==> src/hw/rtl/tblos_pkg.sv <==
// ----------------------------------------------------------------------------
// tblos_pkg
// Shared constants, types and state codes of the torsion-bin log-odds scorer.
// ----------------------------------------------------------------------------
package tblos_pkg;

  localparam int BinDegrees   = 10;
  localparam int ResidueTypes = 20;
  localparam int CountBits    = 24;

  localparam int TableBins = 360 / BinDegrees;
  localparam int Bins      = TableBins * TableBins;
  localparam int Cells     = ResidueTypes * Bins;

  localparam int AngleW   = 15;
  localparam int TypeW    = 5;
  localparam int EnergyW  = 24;
  localparam int TotalW   = 32;
  localparam int BinAddrW = $clog2(Bins);
  localparam int CellW    = $clog2(Cells);
  localparam int TypeSelW = (ResidueTypes > 1) ? $clog2(ResidueTypes) : 1;

  localparam int LogFrac = 20;
  localparam int LogW    = 5 + LogFrac;
  localparam int AccW    = LogW + 3;
  localparam int MagW    = AccW - 1;
  localparam int ProdW   = MagW + 32;

  localparam logic [31:0] Ln2Q32 = 32'hB17217F8;

  typedef struct packed {
    logic                command;
    logic                ok;
    logic [TypeW-1:0]    rtype;
    logic [BinAddrW-1:0] bin_addr;
    logic [CellW-1:0]    cell_addr;
  } item_t;

  typedef struct packed {
    logic clearing;
    logic busy;
  } back_status_t;

  typedef enum logic [3:0] {
    BkClear, BkIdle, BkRead, BkEval, BkLaunch, BkLog, BkMul, BkRound
  } back_state_e;

  typedef enum logic [1:0] {
    LgIdle, LgNorm, LgSquare, LgDone
  } log_state_e;

endpackage

==> src/hw/rtl/tblos_queue.sv <==
// ----------------------------------------------------------------------------
// tblos_queue
// Two-entry request queue between the front and back ends.
// ----------------------------------------------------------------------------
module tblos_queue (
  input  logic             clk_i,
  input  logic             rst_ni,
  input  logic             push_i,
  input  tblos_pkg::item_t item_i,
  output logic             full_o,
  input  logic             pop_i,
  output logic             valid_o,
  output tblos_pkg::item_t item_o
);

  tblos_pkg::item_t entry_q [2];
  logic       wr_ptr_q, rd_ptr_q;
  logic [1:0] count_q;

  assign full_o  = count_q == 2'd2;
  assign valid_o = count_q != 2'd0;
  assign item_o  = entry_q[rd_ptr_q];

  always_ff @(posedge clk_i or negedge rst_ni) begin
    if (!rst_ni) begin
      wr_ptr_q <= 1'b0;
      rd_ptr_q <= 1'b0;
      count_q  <= 2'd0;
    end else begin
      if (push_i) wr_ptr_q <= ~wr_ptr_q;
      if (pop_i)  rd_ptr_q <= ~rd_ptr_q;
      count_q <= count_q + 2'(push_i) - 2'(pop_i);
    end
  end

  always_ff @(posedge clk_i) begin
    if (push_i) entry_q[wr_ptr_q] <= item_i;
  end

endmodule

==> config.mk <==
export PLATFORM = sky130hd
export DESIGN_NAME = tblos_queue
export DESIGN_NICKNAME = d
export VERILOG_FILES = /design/src/hw/rtl/tblos_pkg.sv /design/src/hw/rtl/tblos_queue.sv
export SDC_FILE = /design/constraint.sdc
export NUM_CORES = 1
export LEC_CHECK = 0
export ABC_AREA = 1
export BUFFER_PORTS_ARGS = -buffer_cell sky130_fd_sc_hd__buf_4
export CAP_MARGIN = 20
export CORE_ASPECT_RATIO = 0.9
export CORE_UTILIZATION = 40
export DETAILED_ROUTE_END_ITERATION = 10
export GPL_TIMING_DRIVEN = 1
export PLACE_DENSITY = 0.7
export SLEW_MARGIN = 20
export SYNTH_ARGS = -nofsm -noshare
export SYNTH_HDL_FRONTEND = slang
export SYNTH_SLANG_ARGS = --single-unit
==> constraint.sdc <==
create_clock -name clk_i -period 5.1 [get_ports clk_i]
set_clock_uncertainty 0.05 [all_clocks]
set_input_delay 1.02 -clock clk_i [delete_from_list [all_inputs] [get_ports clk_i]]
set_output_delay 1.02 -clock clk_i [all_outputs]
set_load 0.03 [all_outputs]
### Yosys cells after proc, flatten, opt, wreduce, memory -nomap -nowiden

Memory sizes are Yosys's and may differ from the RTL's.
Cells that the tools add are included.

| operators by class | value |
|---|---|
| add/subtract/negate cells | 2 |
| reduce and logical (&&, ||, !) cells | 1 |
| magnitude comparators | 0 |
| div/mod/pow operators | 0 |
| multipliers | 0 |
| equal/unequal tests | 1 |
| shift-type cells | 0 |
| bitwise gates (word level) | 2 |
| muxes and demuxes | 2 |

Operators by type and width:

| operator | count |
|---|---|
| adder 2 x 1 -> 2 bit | 1 |
| == test 2 bit, second input constant | 1 |
| two-way mux 1 bit | 2 |
| inverter 1 bit | 2 |
| nonzero test 2 bit | 1 |
| subtractor 2 x 1 -> 2 bit | 1 |

| storage, ports and cells | value |
|---|---|
| bits in writable memories | 66 |
| bits in registers | 4 |
| logic and storage cells | 12 |
| output and inout bits | 35 |
| memory bits (read-only) | 0 |
| bits in latches | 0 |
| memories kept | 1 |

Memory list:

| memory | words | width | rd ports | clocked after Yosys merged registers in | write ports | RTL line | RTL |
|---|---|---|---|---|---|---|---|
| entry_q | 2 | 33 | 1 | 0 | 1 | tblos_queue.sv:16 | `tblos_pkg::item_t entry_q [2];` |

### Longest topological paths before layout

| depth | value |
|---|---|
| word-level depth | 2 |
| mapped depth | 7 |
| gate-level depth less buffers | 7 |

### Worst setup path after synthesis

OpenSTA, ideal clock, no wires.

| timing | value |
|---|---|
| path kind | input-to-reg |
| start point | input push_i |
| end point | memory entry_q[0][0] (netlist name), enable pin |
| arrival | 2.451 ns |
| library setup time | 0.424 ns |
| path buffers | 0 |
| path slack | 2.175 ns |
| stages | 2 |
| cells stage by stage | inv_1 -> nor2_1 |

| on the way | value |
|---|---|
| word-level cells in the longest chain between the ends | 2 |

RTL lines:

| what | RTL line | RTL |
|---|---|---|
| start, declared | tblos_queue.sv:8 | `input logic push_i,` |
| two-way mux 1 bit | tblos_queue.sv:37 | `if (push_i) entry_q[wr_ptr_q] <= item_i;` |
| two-way mux 1 bit (implied by the code) | tblos_queue.sv:37 |  |
| end, declared | tblos_queue.sv:16 |  |

No other way between the ends.

==> results.ini <==
[clock_network]
cts_root_buf=clkbuf_8
cts_hold_buffers=0
cts_resized=0
cts_buffers=9
clkSinkCount=70
cts_tree=yes
clock_path_buffers=2
htreeDepth=3
clk_pin_slew_ns=0.06
clkLatencyLatePin_ns=0.33
post-cts-setup-buffers=0

[synthesis]
yosysWarnings=0
synth_cell_type_count=13
synth_nets=236
ys_seq_elements=70
synthCells=197
syn-cell-area_sq_mm=0.002660
yosysSeqAreaShare_pct=78.27
avgSynthCellArea_sq_um=13.50

[floorplanning]
dieArea_sq_mm=0.006981
die_w_um=87.96
ios=72
chipHeight_um=79.37
start_util_pct=42.33
placementRows=27
core_sq_mm=0.006284

[layout]
drive_gt1_share_pct=31.65
register_area_sq_mm=0.002083
layout_common_cells=buf_4 (72), edfxtp_1 (66), inv_1 (40), nand2_1 (40), o21ai_0 (30)
syn_to_final_growth_pct=31.51
multiInputGateArea_sq_um=377.9
fin_nets=312
final_common_cell=buf_4
fill_cells=540
antenna_cells=0

[global_routing]
antenna_found_initial=0
grt-ovfl-total=0
grt_usage_pct=13.61
grt_max_degree=68
grt_pass1_wl_um=6727
grt_pass1_vias=1571

[power_and_ir_drop]
ir_drop_v=0.0003229
power_leakage_uw=0.001506
power_density_mw_per_mm2=606.9
finalPower_uw=2123

[worst_hold_path]
min_path_type=primary input to async pin

[sta]
fin_crit_sh_pct=58.10
period_minus_slack_ns=2.963
tns_ns=0
drv_slew=0
hold_viol_final=0
relSlewSlack_pct=34.70
rsz0062_at_grt=false
setup_violations=0
worst_pin_slew_ns=0.9795
max_freq_ghz=0.3375

[detailed_routing]
drt-pass1-iter-count=4
remaining_drc_errors=0
avgRoutedWirePerCell_um=11.28
drtIter0Drc=84
final_antenna_net_count=0
via_per_inst=4.293
vias=1567
wl_um=4116

[placement]
dp_hpwl_um=2654
io_buffers=71
gp_congestion=0.6937

[critical_path]
crit_fanout=67
critical_path_arrival_ns=1.89
cp-end-kind=primary output
reg2reg_to=entry_q[1][12]
path_cells=o21ai_0 > buf_4
slowest_delay_ns=1.00
startpoint_type=flop
critical_path_class=flop to primary output
crit_required_ns=4.03
rrSetupSlack_ns=3.41
r2r-start=wr_ptr_q
rr_worst_depth=3
cp_slowest_cell=dfrtp_2

[job]
cap_violations=0

[status]
outcome=finished, final reports clean

-- power by group --
| part | total [uW] | internal (uW) | switching, uW | leakage (uW) |
|---|---|---|---|---|
| sequential | 863 | 766 | 96.7 | 0.000666 |
| combinational | 744 | 260 | 483 | 0.000726 |
| clock | 517 | 324 | 193 | 0.000114 |
| total | 2120 | 1350 | 773 | 0.00151 |
-- cells in the mapped netlist --
cell type | count | share of area (%)
edfxtp_1 | 66 | 75
inv_1 | 40 | 5.6
buf_2 | 1 | 0.19
o21ai_1 | 3 | 0.56
nand3_1 | 1 | 0.19
buf_6 | 4 | 1.7
xor2_1 | 2 | 0.66
dfrtp_1 | 4 | 3.8
nor2_1 | 2 | 0.28
o21ai_0 | 30 | 5.6
nand2_1 | 40 | 5.6
clkbuf_1 | 2 | 0.28
ha_1 | 2 | 0.94
-- routing by layer --
layer	part of all wire [%]	global-route usage, %	routed length, um	vias up
met2	52	23.18	2137	49
met5	0	0	0	-
met1	39	13.74	1625	709
met4	0.56	4.918	23	0
li1	-	-	-	805
met3	8.0	7.796	329	4
-- final cells by class --
type / count / share of cell area (%)
clock buffers: 10 / 3.648
well taps: 87 / 3.112
repair buffers: 72 / 15.45
flip-flops and latches: 70 / 59.55
multi-input cells: 80 / 10.80
clock inverters: 6 / 3.147
inverters: 40 / 4.292
-- worst max-delay path by stage --
stage	depth (start not counted)	slack, ns	startpoint	end
2_1_floorplan	2	2.18	push_i	entry_q[0][0]
3_3_place_gp	2	2.49	rd_ptr_q	item_o[8]
3_5_place_dp	2	2.47	rd_ptr_q	item_o[8]
4_1_cts	2	2.10	rd_ptr_q	item_o[8]
5_1_grt	2	1.94	rd_ptr_q	item_o[22]
6_report	2	2.14	rd_ptr_q	item_o[20]
-- critical path: cells and delay by family (launching register included) --
family          cells  cell delay [ns]
compound gates      1             0.29
buf+inv             1             0.24
flops               1             1.00
-- registers in the layout (all words and copies together), names as in the netlist --
register / count
rd_ptr_q: 1
count_q: 2
wr_ptr_q: 1
entry_q: 66
-- metrics by stage --
| step | cell area, sq um | hold WS [ns] | setup slack, ns | utilization (%) | cells |
|---|---|---|---|---|---|
| floorplan | 2660 | 0.4134 | 2.175 | - | 197 |
| global placement | 3261 | 0.4782 | 2.494 | 51.89 | 349 |
| detailed placement | 3261 | 0.4839 | 2.468 | 51.89 | 349 |
| CTS | 3498 | 0.4076 | 2.102 | 55.68 | 365 |
| global route | 3498 | 0.3958 | 1.941 | 55.68 | 365 |
| finish | 3498 | 0.4216 | 2.137 | 55.68 | 365 |
-- cells by family after synthesis --
family	count (synthesis)	synth area share, %
flops	70	78.27
simple gates	43	6.115
fa+ha+maj	2	0.9406
buf+inv	47	7.808
compound gates	33	6.209
xor+xnor	2	0.6586
(Power assumes the default switching activity.)
