<file path="src/hw/rtl/tblos_pkg.sv">
// ----------------------------------------------------------------------------
// tblos_pkg
// Shared constants, types and state codes of the torsion-bin log-odds scorer.
// ----------------------------------------------------------------------------
package tblos_pkg;

  localparam int BinDegrees   = 10;
  localparam int ResidueTypes = 20;
  localparam int CountBits    = 24;

  localparam int TableBins = 360 / BinDegrees;
  localparam int Bins      = TableBins * TableBins;
  localparam int Cells     = ResidueTypes * Bins;

  localparam int AngleW   = 15;
  localparam int TypeW    = 5;
  localparam int EnergyW  = 24;
  localparam int TotalW   = 32;
  localparam int BinAddrW = $clog2(Bins);
  localparam int CellW    = $clog2(Cells);
  localparam int TypeSelW = (ResidueTypes > 1) ? $clog2(ResidueTypes) : 1;

  localparam int LogFrac = 20;
  localparam int LogW    = 5 + LogFrac;
  localparam int AccW    = LogW + 3;
  localparam int MagW    = AccW - 1;
  localparam int ProdW   = MagW + 32;

  localparam logic [31:0] Ln2Q32 = 32'hB17217F8;

  typedef struct packed {
    logic                command;
    logic                ok;
    logic [TypeW-1:0]    rtype;
    logic [BinAddrW-1:0] bin_addr;
    logic [CellW-1:0]    cell_addr;
  } item_t;

  typedef struct packed {
    logic clearing;
    logic busy;
  } back_status_t;

  typedef enum logic [3:0] {
    BkClear, BkIdle, BkRead, BkEval, BkLaunch, BkLog, BkMul, BkRound
  } back_state_e;

  typedef enum logic [1:0] {
    LgIdle, LgNorm, LgSquare, LgDone
  } log_state_e;

endpackage

</file>
<file path="src/hw/rtl/tblos_intf.sv">
// ----------------------------------------------------------------------------
// tblos_intf
// Request and response channels of the torsion-bin log-odds scorer.
// ----------------------------------------------------------------------------
interface tblos_req_if;
  logic                                    valid;
  logic                                    ready;
  logic                                    command;
  logic        [tblos_pkg::TypeW-1:0]      residue_type;
  logic signed [tblos_pkg::AngleW-1:0]     phi_angle;
  logic signed [tblos_pkg::AngleW-1:0]     psi_angle;

  modport source (output valid, command, residue_type, phi_angle, psi_angle, input ready);
  modport sink   (input valid, command, residue_type, phi_angle, psi_angle, output ready);
endinterface


</file>
<file path="src/hw/rtl/tblos_front.sv">
// ----------------------------------------------------------------------------
// tblos_front
// Takes requests, bins both angles and forms the table addresses.
// ----------------------------------------------------------------------------
module tblos_front (
  tblos_req_if.sink          req_i,
  input  logic               full_i,
  output logic               push_o,
  output tblos_pkg::item_t   item_o
);

  localparam int Recip  = (65536 + tblos_pkg::BinDegrees - 1) / tblos_pkg::BinDegrees;
  localparam int BinIdxW = $clog2(tblos_pkg::TableBins + 1);

  typedef struct packed {
    logic               ok;
    logic [BinIdxW-1:0] bin;
  } abin_t;

  function automatic abin_t angle_bin(input logic signed [tblos_pkg::AngleW-1:0] a);
    logic signed [16:0] s;
    logic [8:0]         d;
    logic [25:0]        p;
    logic [9:0]         b;
    abin_t              r;
    s = 17'(a) + 17'sd11520;
    d = s[16] ? 9'd0 : s[14:6];
    p = 26'(d) * 26'(Recip);
    b = p[25:16];
    r.ok  = (s > -17'sd64) && (b <= 10'(tblos_pkg::TableBins));
    r.bin = (b == 10'(tblos_pkg::TableBins)) ? BinIdxW'(tblos_pkg::TableBins - 1)
                                             : BinIdxW'(b);
    return r;
  endfunction

  abin_t x_bin, y_bin;
  logic  type_ok;
  logic [tblos_pkg::BinAddrW-1:0] bin_addr;

  always_comb begin
    x_bin    = angle_bin(req_i.phi_angle);
    y_bin    = angle_bin(req_i.psi_angle);
    type_ok  = 32'(req_i.residue_type) < tblos_pkg::ResidueTypes;
    bin_addr = tblos_pkg::BinAddrW'(32'(x_bin.bin) * tblos_pkg::TableBins + 32'(y_bin.bin));
    item_o.command   = req_i.command;
    item_o.ok        = type_ok && x_bin.ok && y_bin.ok;
    item_o.rtype     = req_i.residue_type;
    item_o.bin_addr  = bin_addr;
    item_o.cell_addr = tblos_pkg::CellW'(32'(req_i.residue_type) * tblos_pkg::Bins
                                         + 32'(bin_addr));
  end

  assign req_i.ready = !full_i;
  assign push_o      = req_i.valid && !full_i;

endmodule

</file>
<file path="src/flat_wrapper.sv">
// flat-port wrapper written by rule: the top's interface ports become plain ports
module tblos_front_flat 
  (full_i, push_o, item_o, req_i_valid, req_i_command, req_i_residue_type, req_i_phi_angle, req_i_psi_angle, req_i_ready);
  tblos_req_if req_i_i ();
  input  logic full_i;
  output logic push_o;
  output tblos_pkg::item_t item_o;
  input wire logic [$bits(req_i_i.valid)-1:0] req_i_valid;
  input wire logic [$bits(req_i_i.command)-1:0] req_i_command;
  input wire logic [$bits(req_i_i.residue_type)-1:0] req_i_residue_type;
  input wire logic [$bits(req_i_i.phi_angle)-1:0] req_i_phi_angle;
  input wire logic [$bits(req_i_i.psi_angle)-1:0] req_i_psi_angle;
  output wire logic [$bits(req_i_i.ready)-1:0] req_i_ready;
  assign req_i_i.valid = req_i_valid;
  assign req_i_i.command = req_i_command;
  assign req_i_i.residue_type = req_i_residue_type;
  assign req_i_i.phi_angle = req_i_phi_angle;
  assign req_i_i.psi_angle = req_i_psi_angle;
  assign req_i_ready = req_i_i.ready;
  tblos_front u_core (.req_i(req_i_i), .full_i(full_i), .push_o(push_o), .item_o(item_o));
endmodule
</file>
<file path="config.mk">
export PLATFORM = sky130hd
export DESIGN_NAME = tblos_front_flat
export DESIGN_NICKNAME = d
export VERILOG_FILES = /design/src/hw/rtl/tblos_pkg.sv /design/src/hw/rtl/tblos_intf.sv /design/src/hw/rtl/tblos_front.sv /design/src/flat_wrapper.sv
export SDC_FILE = /design/constraint.sdc
export NUM_CORES = 1
export LEC_CHECK = 0
export BUFFER_PORTS_ARGS = -buffer_cell sky130_fd_sc_hd__buf_4
export CORE_ASPECT_RATIO = 0.7
export CORE_UTILIZATION = 65
export DETAILED_ROUTE_END_ITERATION = 7
export GPL_ROUTABILITY_DRIVEN = 0
export PLACE_DENSITY = 0.95
export SYNTH_ARGS = -nofsm -noshare
export SYNTH_HDL_FRONTEND = slang
export SYNTH_SLANG_ARGS = --single-unit
export TNS_END_PERCENT = 50
</file>
<file path="constraint.sdc">
create_clock -name vclk -period 31.5
set_input_delay 6.3 -clock vclk [all_inputs]
set_output_delay 6.3 -clock vclk [all_outputs]
set_load 0.05 [all_outputs]
</file>
# ---- After elaboration in Yosys (flattened, before gate mapping)
# Index checks and enable logic that the tools add are counted.
dict set report word_totals {
  regBits 0
  latch_bits 0
  mem_bits_rw 0
  mem_bits_ro 0
  inputBits 38
  output_inout_bits 35
  elab_cells 25
  n_memories 0
}
dict set report classes {
  addsub 4
  mul 4
  n_div 0
  magnitude_cmp 5
  n_eq_ne 2
  n_shift 0
  muxes 4
  bitwise 0
  reduce_logical 6
}
# operator n
set ops {}
lappend ops {{multiplier 9 x 12 -> 21 bit, second input constant} 2}
lappend ops {{greater-than comparator 17 x 7 -> 1 bit, second input constant} 2}
lappend ops {{adder 15 x 15 -> 16 bit, second input constant} 2}
lappend ops {{2-to-1 mux 9 bit} 2}
lappend ops {{adder 15 x 11 -> 15 bit} 1}
lappend ops {{== test 6 bit, second input constant} 2}
lappend ops {{less-or-equal comparator 6 bit, second input constant} 2}
lappend ops {{2-to-1 mux 6 bit} 2}
lappend ops {{adder 11 x 6 -> 11 bit} 1}
lappend ops {{multiplier 5 x 7 -> 11 bit, second input constant} 1}
lappend ops {{multiplier 6 x 4 -> 9 bit, second input constant} 1}
lappend ops {{logical AND 1 bit} 5}
lappend ops {{< comparator 5 bit, second input constant} 1}
lappend ops {{logical NOT 1 bit} 1}

# ---- Longest topological paths before layout
dict set report depth {
  depth_word 8
  ltp_mapped 40
  depth_no_buf 40
}

# ---- Least setup slack after synthesis
# Ideal clock, no wire load.
dict set report synth_timing {
  path_type {input to output}
  from {input req_i_psi_angle[9]}
  to {output item_o[14] in the netlist's numbering}
  arrival_time_ns 15.076
  t_required_ns 25.200
  slack_ns 10.124
  stages 37
  n_path_buf 1
  cell_sequence {a21o_1 > o21ai_0 > and3b_1 > clkbuf_1 > nor2_1 > ha_1 > inv_1 > fa_1 > fa_1 > inv_1 > fa_1 > inv_1 > ha_1 > o211ai_1 > a21boi_0 > a21oi_1 > o31ai_1 > a21o_1 > xnor2_2 > nand2_1 > nor3_1 > nand2_1 > and2_1 > ha_1 > fa_1 > a21boi_0 > or2_2 > a21oi_1 > nor2_1 > xnor2_1 > ha_1 > nor2b_1 > o21ai_0 > nand2b_1 > a21oi_1 > nor3_1 > xnor2_1}
}
# element line_no
set synth_lines {}
lappend synth_lines {{start, declared} flat_wrapper.sv:12} ;# input wire logic [$bits(req_i_i.psi_angle)-1:0] req_i_psi_angle;
lappend synth_lines {{end, declared} flat_wrapper.sv:7} ;# output tblos_pkg::item_t item_o;

==> impl_results.html <==
<table>
<tr><th>Metric</th><th>Value</th></tr>
<tr><th colspan="2">Setup path</th></tr>
<tr><td>Critical Path Slowest Stage Cell</td><td>fa_1</td></tr>
<tr><td>Slowest stage delay, CP</td><td>0.57 ns</td></tr>
<tr><td>WP data required</td><td>25.20 ns</td></tr>
<tr><td>Startpoint types</td><td>input pin</td></tr>
<tr><td>WP data arrival</td><td>15.33 ns</td></tr>
<tr><td>Crit Path Max Fanout</td><td>9</td></tr>
<tr><td>Worst setup path class</td><td>input pin to output port</td></tr>
<tr><td>Kind of capture point of the worst setup path</td><td>output port</td></tr>
<tr><th colspan="2">Floorplan</th></tr>
<tr><td>Total number of placement rows</td><td>25</td></tr>
<tr><td>Top-level I/O count</td><td>73</td></tr>
<tr><td>Width of the die</td><td>103 microns</td></tr>
<tr><td>Core area</td><td>6850 sq um</td></tr>
<tr><td>Initial core utilization</td><td>68.4%</td></tr>
<tr><td>Total die area</td><td>7560 sq um</td></tr>
<tr><td>Die Y</td><td>73.0 microns</td></tr>
<tr><th colspan="2">Min path</th></tr>
<tr><td>Classification of the worst-slack hold path</td><td>input pin to output port</td></tr>
<tr><th colspan="2">Finish</th></tr>
<tr><td>Sequential standard cell area</td><td>0 sq um</td></tr>
<tr><td>Layout cells sized above 1</td><td>15.6%</td></tr>
<tr><td>Number of inserted filler cells in the final layout</td><td>458</td></tr>
<tr><td>Combined area of the multi-input logic cells</td><td>4250 sq um</td></tr>
<tr><td>Final layout net count</td><td>815</td></tr>
<tr><td>Layout sequential cell count</td><td>0</td></tr>
<tr><td>Clk_buf instances</td><td>0</td></tr>
<tr><td>Antenna cell count</td><td>0</td></tr>
<tr><td>Cell area after layout</td><td>5250 sq um</td></tr>
<tr><td>Area growth, synth to finish</td><td>12.1%</td></tr>
<tr><td>Post-Route Utilization</td><td>76.7%</td></tr>
<tr><th colspan="2">Global route</th></tr>
<tr><td>Global route total overflow</td><td>0</td></tr>
<tr><td>GRT Total Usage</td><td>33.8%</td></tr>
<tr><td>Via count of the first global-routing pass</td><td>4511</td></tr>
<tr><td>Number of antenna violations at the first check in global routing</td><td>0</td></tr>
<tr><td>Pin count of the biggest net entering global routing</td><td>10</td></tr>
<tr><td>Wire length of the first global-routing pass</td><td>20.0 mm</td></tr>
<tr><th colspan="2">Timing</th></tr>
<tr><td>Minimum clock period after layout</td><td>21.63 ns</td></tr>
<tr><td>Worst path setup slack after routing</td><td>9.87 ns</td></tr>
<tr><td>Final-layout setup total negative slack</td><td>0 ns</td></tr>
<tr><td>Slew at the pin closest to its max-slew limit</td><td>0.625 ns</td></tr>
<tr><td># setup viols final</td><td>0</td></tr>
<tr><td>Setup repair after global routing missed its margin</td><td>no</td></tr>
<tr><td>Timing-limited maximum frequency</td><td>46.2 MHz</td></tr>
<tr><td>Worst relative slew slack</td><td>58.0%</td></tr>
<tr><td>Slew Limit Fails</td><td>0</td></tr>
<tr><td>Period utilisation layout</td><td>68.7%</td></tr>
<tr><td>Count of endpoints failing hold in the final timing report</td><td>0</td></tr>
<tr><th colspan="2">Synthesis</th></tr>
<tr><td>Count of unique library cells instantiated by Yosys</td><td>59</td></tr>
<tr><td>Adder and majority cell fraction of the synthesized area</td><td>50.2%</td></tr>
<tr><td>Cells after synthesis</td><td>555</td></tr>
<tr><td>Sequential-to-total area share from yosys stat</td><td>0%</td></tr>
<tr><td>Post-Synthesis Cell Area</td><td>4690 sq um</td></tr>
<tr><td>Simple-gate share of the synthesized area</td><td>15.5%</td></tr>
<tr><td>Mux cell area share after synthesis</td><td>0.427%</td></tr>
<tr><td>Count of warnings emitted by yosys</td><td>0</td></tr>
<tr><td>Complex-gate fraction of the synthesized area</td><td>15.0%</td></tr>
<tr><td>Post-Syn Nets</td><td>754</td></tr>
<tr><td>Xor and xnor area share after synthesis</td><td>9.48%</td></tr>
<tr><td>Post-Syn Area per Cell</td><td>8.44 sq um</td></tr>
<tr><td>Main combinational cell family by area after synthesis</td><td>adder cells</td></tr>
<tr><th colspan="2">Placement</th></tr>
<tr><td>HPWL after detailed placement</td><td>10.9 mm</td></tr>
<tr><td>Placed instance area</td><td>5250 sq um</td></tr>
<tr><td>Placement-stage worst setup slack</td><td>10.14 ns</td></tr>
<tr><td>Count of input and output buffers</td><td>71</td></tr>
<tr><th colspan="2">Detailed routing</th></tr>
<tr><td>Residual DRC count</td><td>0</td></tr>
<tr><td>Final wirelength</td><td>12.2 mm</td></tr>
<tr><td>Total via count in the routed design</td><td>4339</td></tr>
<tr><td>Detailed-router iteration count before antenna repair</td><td>4</td></tr>
<tr><td>Iter 0 DRT Violations</td><td>263</td></tr>
<tr><td>Final ANT Viol Nets</td><td>0</td></tr>
<tr><td>Mean number of vias per cell</td><td>6.13</td></tr>
<tr><td>Average detailed-routed wire length per instance</td><td>17.3 microns</td></tr>
<tr><th colspan="2">Job</th></tr>
<tr><td>Maximum capacitance violations</td><td>0</td></tr>
<tr><th colspan="2">Clock network</th></tr>
<tr><td>Total of cells resized after clock tree synthesis</td><td>0</td></tr>
<tr><td>Cts-stage hold buffer count</td><td>0</td></tr>
<tr><td>Post-CTS setup-driven buffer insertion count</td><td>0</td></tr>
<tr><th colspan="2">Outcome</th></tr>
<tr><td>Status</td><td>completed</td></tr>
</table>
==> stage by stage <==
step	instances	hold WS (ns)
4_1_cts	708	12.60
3_3_place_gp	708	12.60
5_1_grt	708	12.60
6_report	708	12.60
2_1_floorplan	555	12.77
3_5_place_dp	708	12.60
==> area by class of cell <==
| class | instances | area share (%) |
|---|---|---|
| inverter | 95 | 6.79 |
| multi-input combinational | 448 | 80.8 |
| timing repair buffer | 71 | 10.1 |
| tap | 94 | 2.24 |
==> cells in the mapped netlist (3+ instances only) <==
| master | number | area, sq um |
|---|---|---|
| o21ai_1 | 6 | 30.0 |
| xnor2_1 | 30 | 263 |
| a211oi_2 | 3 | 37.5 |
| nand3_1 | 9 | 45.0 |
| or2_2 | 4 | 25.0 |
| nor4_1 | 6 | 37.5 |
| buf_4 | 10 | 75.1 |
| o41a_1 | 3 | 33.8 |
| inv_1 | 95 | 357 |
| a21o_1 | 7 | 52.6 |
| a21boi_0 | 4 | 30.0 |
| a21oi_1 | 35 | 175 |
| nor2b_1 | 3 | 18.8 |
| nand2b_1 | 7 | 43.8 |
| nand2_1 | 24 | 90.1 |
| fa_1 | 45 | 901 |
| o211ai_1 | 6 | 45.0 |
| nor2_1 | 40 | 150 |
| nor3_1 | 12 | 60.1 |
| xor2_1 | 13 | 114 |
| ha_1 | 116 | 1450 |
| or3_1 | 3 | 18.8 |
| o21ai_0 | 13 | 65.1 |
| and2_1 | 10 | 62.6 |
| and3_1 | 6 | 37.5 |
==> worst max-delay path, delay by kind of cell <==
kind            cells  cell delay, ns
buf+inv             5            0.55
xor+xnor            3            0.55
fa+ha+maj           8            3.21
compound gates     12            2.50
simple gates       12            2.21
==> final timing paths <==
| path | start | to | slack (ns) | depth (start not counted) |
|---|---|---|---|---|
| min | req_i_command | item_o[32] | 12.60 | 0 |
| max | req_i_psi_angle[9] | item_o[14] | 9.87 | 40 |
==> per-layer routing <==
metal	part of all wire (%)	up-vias	GRT usage [%]
li1	-	2011	-
met1	40	2060	41.4
met2	48	220	60.7
met3	8.4	48	6.51
met4	2.7	0	8.76
met5	0	-	0
==> cells in the final DEF, fill, tap and decap left out, types with 3 or more instances in the layout <==
master / netlist / layout
ha_1: 116 / 116
inv_1: 95 / 95
buf_4: 10 / 71
fa_1: 45 / 45
nor2_1: 40 / 40
a21oi_1: 35 / 35
xnor2_1: 30 / 30
nand2_1: 24 / 24
o21ai_0: 13 / 13
xor2_1: 13 / 13
nor3_1: 12 / 12
and2_1: 10 / 10
nand3_1: 9 / 9
a21o_1: 7 / 7
nand2b_1: 7 / 7
o21ai_1: 6 / 6
o211ai_1: 6 / 6
and3_1: 6 / 6
nor4_1: 6 / 6
a21boi_0: 4 / 4
or2_2: 4 / 4
a211oi_2: 3 / 3
or3_1: 3 / 3
o41a_1: 3 / 3
nor2b_1: 3 / 3
==> logic make-up after synthesis <==
group | after synthesis
buffers and inverters | 107
adders and majority gates | 161
xor gates and xnor gates | 46
muxes | 2
AOI/OAI and AO/OA | 100
and+or+nand+nor | 139
Power is left out: the tool's default activity adds up to more than one toggle a clock period on the data nets, which glitch-free logic cannot reach.
